--- config.mk ---
export PLATFORM = sky130hd
export DESIGN_NAME = plob_ctrl
export DESIGN_NICKNAME = d
export VERILOG_FILES = /design/src/hw/rtl/plob_pkg.sv /design/src/hw/rtl/plob_ctrl.sv
export SDC_FILE = /design/constraint.sdc
export NUM_CORES = 1
export LEC_CHECK = 0
export BUFFER_PORTS_ARGS = -buffer_cell sky130_fd_sc_hd__buf_2
export CORE_UTILIZATION = 30
export DETAILED_ROUTE_END_ITERATION = 7
export HOLD_SLACK_MARGIN = 0.05
export PLACE_DENSITY = 0.61
export SLEW_MARGIN = 20
export SYNTH_ARGS = -nofsm -noshare
export SYNTH_HDL_FRONTEND = slang
export SYNTH_SLANG_ARGS = --single-unit
--- constraint.sdc ---
create_clock -name aclk -period 7.5 [get_ports aclk]
set_clock_uncertainty 0.1 [all_clocks]
set_input_delay 2.25 -clock aclk [delete_from_list [all_inputs] [get_ports aclk]]
set_output_delay 2.25 -clock aclk [all_outputs]
set_load 0.01 [all_outputs]
--- src/hw/rtl/plob_pkg.sv ---
// shared types, sizes and codes of the price level order book
package plob_pkg;

    // book sizes
    localparam int ORDER_SLOTS = 256;
    localparam int LEVEL_SLOTS = 64;

    // order table: one side bit above the slot index
    localparam int SLOT_IW = $clog2(ORDER_SLOTS);
    localparam int SLOT_AW = SLOT_IW + 1;
    localparam int SLOT_CW = SLOT_AW + 1;
    localparam int SLOT_DEPTH = 2 * ORDER_SLOTS;

    // level list: one side bit above the level index
    localparam int LVL_IW = $clog2(LEVEL_SLOTS);
    localparam int LVL_AW = LVL_IW + 1;
    localparam int LVL_CW = LVL_IW + 1;
    localparam int LVL_DEPTH = 2 * LEVEL_SLOTS;

    // field widths
    localparam int KEY_W = 32;
    localparam int PRICE_W = 32;
    localparam int QTY_W = 31;
    localparam int TOT_W = 48;
    localparam int CNT_W = 16;
    localparam int SLOT_W = 1 + KEY_W + PRICE_W + QTY_W;
    localparam int LVL_W = PRICE_W + TOT_W + CNT_W;

    // stream widths
    localparam int S_TDATA_W = 96;
    localparam int S_TUSER_W = 3;
    localparam int M_TDATA_W = 72;

    // opcodes
    localparam logic [1:0] OP_ADD = 2'd0;
    localparam logic [1:0] OP_CANCEL = 2'd1;
    localparam logic [1:0] OP_MODIFY = 2'd2;

    typedef enum logic [1:0] {
        STAT_OK         = 2'd0,
        STAT_NOT_FOUND  = 2'd1,
        STAT_ORDER_FULL = 2'd2,
        STAT_LEVEL_FULL = 2'd3
    } status_t;

    typedef enum logic [3:0] {
        S_CLEAR,
        S_IDLE,
        S_SSCAN,
        S_SDEC,
        S_LSCAN,
        S_LDEC,
        S_LUPD,
        S_SHIFT,
        S_SHIFT_WR,
        S_DROP,
        S_DROP_WR,
        S_DONE
    } state_t;

    typedef enum logic [3:0] {
        DP_NOP,
        DP_CLEAR,
        DP_LOAD,
        DP_SSCAN,
        DP_LSTART,
        DP_LSCAN,
        DP_SLOT_WR,
        DP_LUPD,
        DP_SH_RD,
        DP_SH_WR,
        DP_INS,
        DP_DR_RD,
        DP_DR_WR,
        DP_DEC_N,
        DP_STATUS,
        DP_OUT
    } dp_op_t;

    typedef struct packed {
        dp_op_t  op;
        status_t status;
    } dp_cmd_t;

    typedef struct packed {
        logic       clr_done;
        logic       sscan_done;
        logic       lscan_done;
        logic [1:0] opcode;
        logic       slot_found;
        logic       free_found;
        logic       lfound;
        logic       lvl_full;
        logic       sh_more;
        logic       dr_more;
        logic       drop;
        logic       out_free;
    } dp_stat_t;

endpackage

--- src/hw/rtl/plob_ctrl.sv ---
// sequencer for the order book operations
module plob_ctrl (
    input  logic               aclk,
    input  logic               aresetn,
    input  logic               s_tvalid,
    output logic               s_tready,
    input  plob_pkg::dp_stat_t stat,
    output plob_pkg::dp_cmd_t  cmd
);
    import plob_pkg::*;

    state_t state_reg, state_next;

    // state register
    always_ff @(posedge aclk) begin
        if (!aresetn) begin
            state_reg <= S_CLEAR;
        end else begin
            state_reg <= state_next;
        end
    end

    // next state
    always_comb begin
        state_next = state_reg;
        case (state_reg)
            S_CLEAR: begin
                if (stat.clr_done) state_next = S_IDLE;
            end
            S_IDLE: begin
                if (s_tvalid) state_next = S_SSCAN;
            end
            S_SSCAN: begin
                if (stat.sscan_done) state_next = S_SDEC;
            end
            S_SDEC: begin
                if (stat.opcode == OP_ADD) begin
                    state_next = (stat.slot_found || stat.free_found) ? S_LSCAN : S_DONE;
                end else if (stat.opcode == OP_CANCEL || stat.opcode == OP_MODIFY) begin
                    state_next = stat.slot_found ? S_LSCAN : S_DONE;
                end else begin
                    state_next = S_DONE;
                end
            end
            S_LSCAN: begin
                if (stat.lscan_done) state_next = S_LDEC;
            end
            S_LDEC: begin
                if (stat.opcode == OP_ADD && !stat.lfound && stat.lvl_full) begin
                    state_next = S_DONE;
                end else if (stat.lfound) begin
                    state_next = S_LUPD;
                end else if (stat.opcode == OP_ADD) begin
                    state_next = S_SHIFT;
                end else begin
                    state_next = S_DONE;
                end
            end
            S_LUPD: begin
                state_next = stat.drop ? S_DROP : S_DONE;
            end
            S_SHIFT: begin
                state_next = stat.sh_more ? S_SHIFT_WR : S_DONE;
            end
            S_SHIFT_WR: begin
                state_next = S_SHIFT;
            end
            S_DROP: begin
                state_next = stat.dr_more ? S_DROP_WR : S_DONE;
            end
            S_DROP_WR: begin
                state_next = S_DROP;
            end
            S_DONE: begin
                if (stat.out_free) state_next = S_IDLE;
            end
            default: begin
                state_next = S_CLEAR;
            end
        endcase
    end

    // commands to the datapath
    always_comb begin
        cmd.op = DP_NOP;
        cmd.status = STAT_OK;
        s_tready = 1'b0;
        case (state_reg)
            S_CLEAR: begin
                cmd.op = DP_CLEAR;
            end
            S_IDLE: begin
                s_tready = 1'b1;
                if (s_tvalid) cmd.op = DP_LOAD;
            end
            S_SSCAN: begin
                cmd.op = DP_SSCAN;
            end
            S_SDEC: begin
                if (stat.opcode == OP_ADD) begin
                    if (stat.slot_found || stat.free_found) begin
                        cmd.op = DP_LSTART;
                    end else begin
                        cmd.op = DP_STATUS;
                        cmd.status = STAT_ORDER_FULL;
                    end
                end else if (stat.opcode == OP_CANCEL || stat.opcode == OP_MODIFY) begin
                    if (stat.slot_found) begin
                        cmd.op = DP_LSTART;
                    end else begin
                        cmd.op = DP_STATUS;
                        cmd.status = STAT_NOT_FOUND;
                    end
                end else begin
                    cmd.op = DP_NOP;
                end
            end
            S_LSCAN: begin
                cmd.op = DP_LSCAN;
            end
            S_LDEC: begin
                if (stat.opcode == OP_ADD && !stat.lfound && stat.lvl_full) begin
                    cmd.op = DP_STATUS;
                    cmd.status = STAT_LEVEL_FULL;
                end else begin
                    cmd.op = DP_SLOT_WR;
                end
            end
            S_LUPD: begin
                cmd.op = DP_LUPD;
            end
            S_SHIFT: begin
                cmd.op = stat.sh_more ? DP_SH_RD : DP_INS;
            end
            S_SHIFT_WR: begin
                cmd.op = DP_SH_WR;
            end
            S_DROP: begin
                cmd.op = stat.dr_more ? DP_DR_RD : DP_DEC_N;
            end
            S_DROP_WR: begin
                cmd.op = DP_DR_WR;
            end
            S_DONE: begin
                if (stat.out_free) cmd.op = DP_OUT;
            end
            default: begin
                cmd.op = DP_NOP;
            end
        endcase
    end

endmodule

==> impl_metrics.csv <==
group,metric,value,unit
sta,rsz0062_at_grt,"false",
placed_design,hpwl,1260,microns
synth,synth_edf_count,0,
drt,num_vias,789,
sta,finalSetupTns,0,ns
synth,async_reset_ff_frac,0,
clock_network,cts_setup_buffers,0,
power,seqPwrFrac,0.322,
worst_hold_path,worstHoldPathType,"flop to flop",
sta,finalCriticalPeriod,5.87,ns
synth,syn_area_per_cell,6.42,sq um
setup_path,worst_setup_path_start_kind,"input port",
power,ir_worst_vdd,0.129,mV
power,p_total,206,uW
synth,syn_nets,120,
final_layout,syn_to_final_growth,18.0,%
power,p_sw,103,uW
synth,ys_ff_latch,4,
sta,period_share,0.783,
synth,synth_cell_type_count,34,
drt,dr.pass1.iters,6,
clock_network,cts_num_sinks,4,
setup_path,cp.arrival,3.52,ns
grt,grt_pass1_wl,2880,microns
die,die_y,48.7,microns
clock_network,ctsResizeCount,0,
clock_network,cts_tree,"done",
clock_network,cts_hold_buffers,0,
final_layout,drive_gt1_frac,0.244,
die,die_w,48.7,microns
grt,grt-ovfl-total,0,
placed_design,gp_congestion,0.776,
sta,worstMarginPinSlew,0.742,ns
flow_run,drv_cap,0,
die,io-pin-count,23,
clock_network,clkTransAtPathRegs,0.04,ns
final_layout,nets,139,
final_layout,mostFrequentLayoutCells,"buf_2, nand2_1, a21oi_1",
synth,ys_warn_count,0,
grt,grt_pass1_vias,760,
synth,syn_inst,102,
drt,drtAntennaViolNets,0,
clock_network,root_buffer,"clkbuf_4",
setup_path,critPathRequiredTime,5.15,ns
worst_hold_path,hold_start,"state_reg[0]$_SDFFE_PN0P_",
power,switching_share,0.502,
drt,viasPerCell,5.40,
power,p_int,103,uW
final_layout,diodes,0,
clock_network,numCtsBuffers,3,
drt,drc_errors,0,
drt,drt_iter0_markers,23,
power,p_comb_frac,0.552,
placed_design,portBuffers,22,
clock_network,insertion_delay,0.23,ns
setup_path,startpoint,"stat[8]",
sta,finalMaxSlewViolations,0,
grt,track_usage,0.147,
grt,grt_antenna_before_repair,0,
die,initial_core_util,0.327,
setup_path,crit_type,"input port to output port",
drt,wl_per_cell,11.7,microns
power,leakage,0.000350,uW
die,fp-row-count,16,
power,clkPwrFrac,0.126,
final_layout,final_common_cell,"buf_2",
die,dieArea,2370,sq um
sta,hold_viol,0,
grt,grt_max_degree,23,
synth,syn-cell-area,654,sq um
synth,synth_ff_type,"dfxtp_1",
die,coreArea,2000,sq um
final_layout,fillers,238,
final_layout,largest_reg_flops,4,
setup_path,end_kind,"output port",
synth,seq_area_frac_synth,0.122,
clock_network,cts.path.max_buffers,2,
setup_path,worstPathMaxFanout,6,
setup_path,rr_startpoint,"state_reg[3]$_SDFFE_PN0P_",
sta,setup_viol,0,
final_layout,multi_input_area,495,sq um
final_layout,regArea,80.1,sq um
clock_network,h-tree-depth,1,
drt,wirelength,1700,microns
sta,max-slew-margin-rel,0.505,
sta,fmax,170,MHz
status,status,"finished, final reports clean",
power,p_per_area,267,nW/um^2
-- worst max-delay path, stage by stage --
cell and delay (ns):
buf_2 0.10, inv_1 0.05, ha_1 0.24, nand3_1 0.10, or4_4 0.46, a21bo_2 0.20, buf_2 0.12
-- layout make-up --
class                           count  share of cell area
Clock buffer                        3              0.0292
Inverter                            8              0.0389
Multi-Input combinational cell     82               0.642
Sequential cell                     4               0.104
Tap cell                           27              0.0438
Timing Repair Buffer               22               0.143
-- per-layer routing --
layer	up-vias	share of wire	track usage
met2	22	0.49	0.264
met4	0	0.0059	0.0245
met1	366	0.46	0.174
li1	399	-	-
met5	-	0	0
met3	2	0.042	0.0409
-- power groups by stage --
| stage | combinational, uW | clock, uW | sequential, uW |
|---|---|---|---|
| 2_1_floorplan | 123 | 0 | 32.8 |
| 3_3_place_gp | 113 | 0 | 65.0 |
| 3_5_place_dp | 114 | 0 | 65.7 |
| 4_1_cts | 115 | 27.8 | 65.5 |
| 5_1_grt | 128 | 29.5 | 69.8 |
| 6_report | 114 | 26.0 | 66.3 |
-- metrics by stage --
stage	std cells	utilization	setup slack (ns)	instance area (sq um)	hold WS [ns]
floorplan	102	-	1.93	654	0.577
global placement	143	0.374	1.67	749	0.673
detailed placement	143	0.374	1.63	749	0.694
CTS	146	0.386	1.63	772	0.701
global route	146	0.386	1.55	772	0.781
finish	146	0.386	1.63	772	0.706
-- cells by family after synthesis --
kind of cell             share of synthesized area
AND/OR/NAND/NOR                              0.314
AO/OA/AOI/OAI                                0.344
buffers and inverters                        0.120
multiplexers                                0.0612
flip-flops                                   0.122
adder cells (fa/ha/maj)                     0.0382
-- Yosys cell counts, drive strengths merged, types with 2 or more instances --
library cell  number  area (sq um)
nand3              3          15.0
nor3b              2          20.0
inv                8          30.0
ha                 2          25.0
nand2             13          48.8
mux2i              4          40.0
nor2               8          30.0
nor3               6          35.0
o31ai              2          15.0
dfxtp              4          80.1
buf                8          48.8
o21ai              9          45.0
nor2b              5          31.3
a21oi             13          65.1
-- final timing paths --
kind / slack, ns / cells past startpoint / to
worst max register to register: 5.57 / 5 / state_reg[0]$_SDFFE_PN0P_
worst min register to register: 0.71 / 2 / state_reg[3]$_SDFFE_PN0P_
worst max-delay path: 1.63 / 7 / cmd[0]
worst min-delay path: 0.71 / 2 / state_reg[3]$_SDFFE_PN0P_
(Power assumes the default switching activity.)
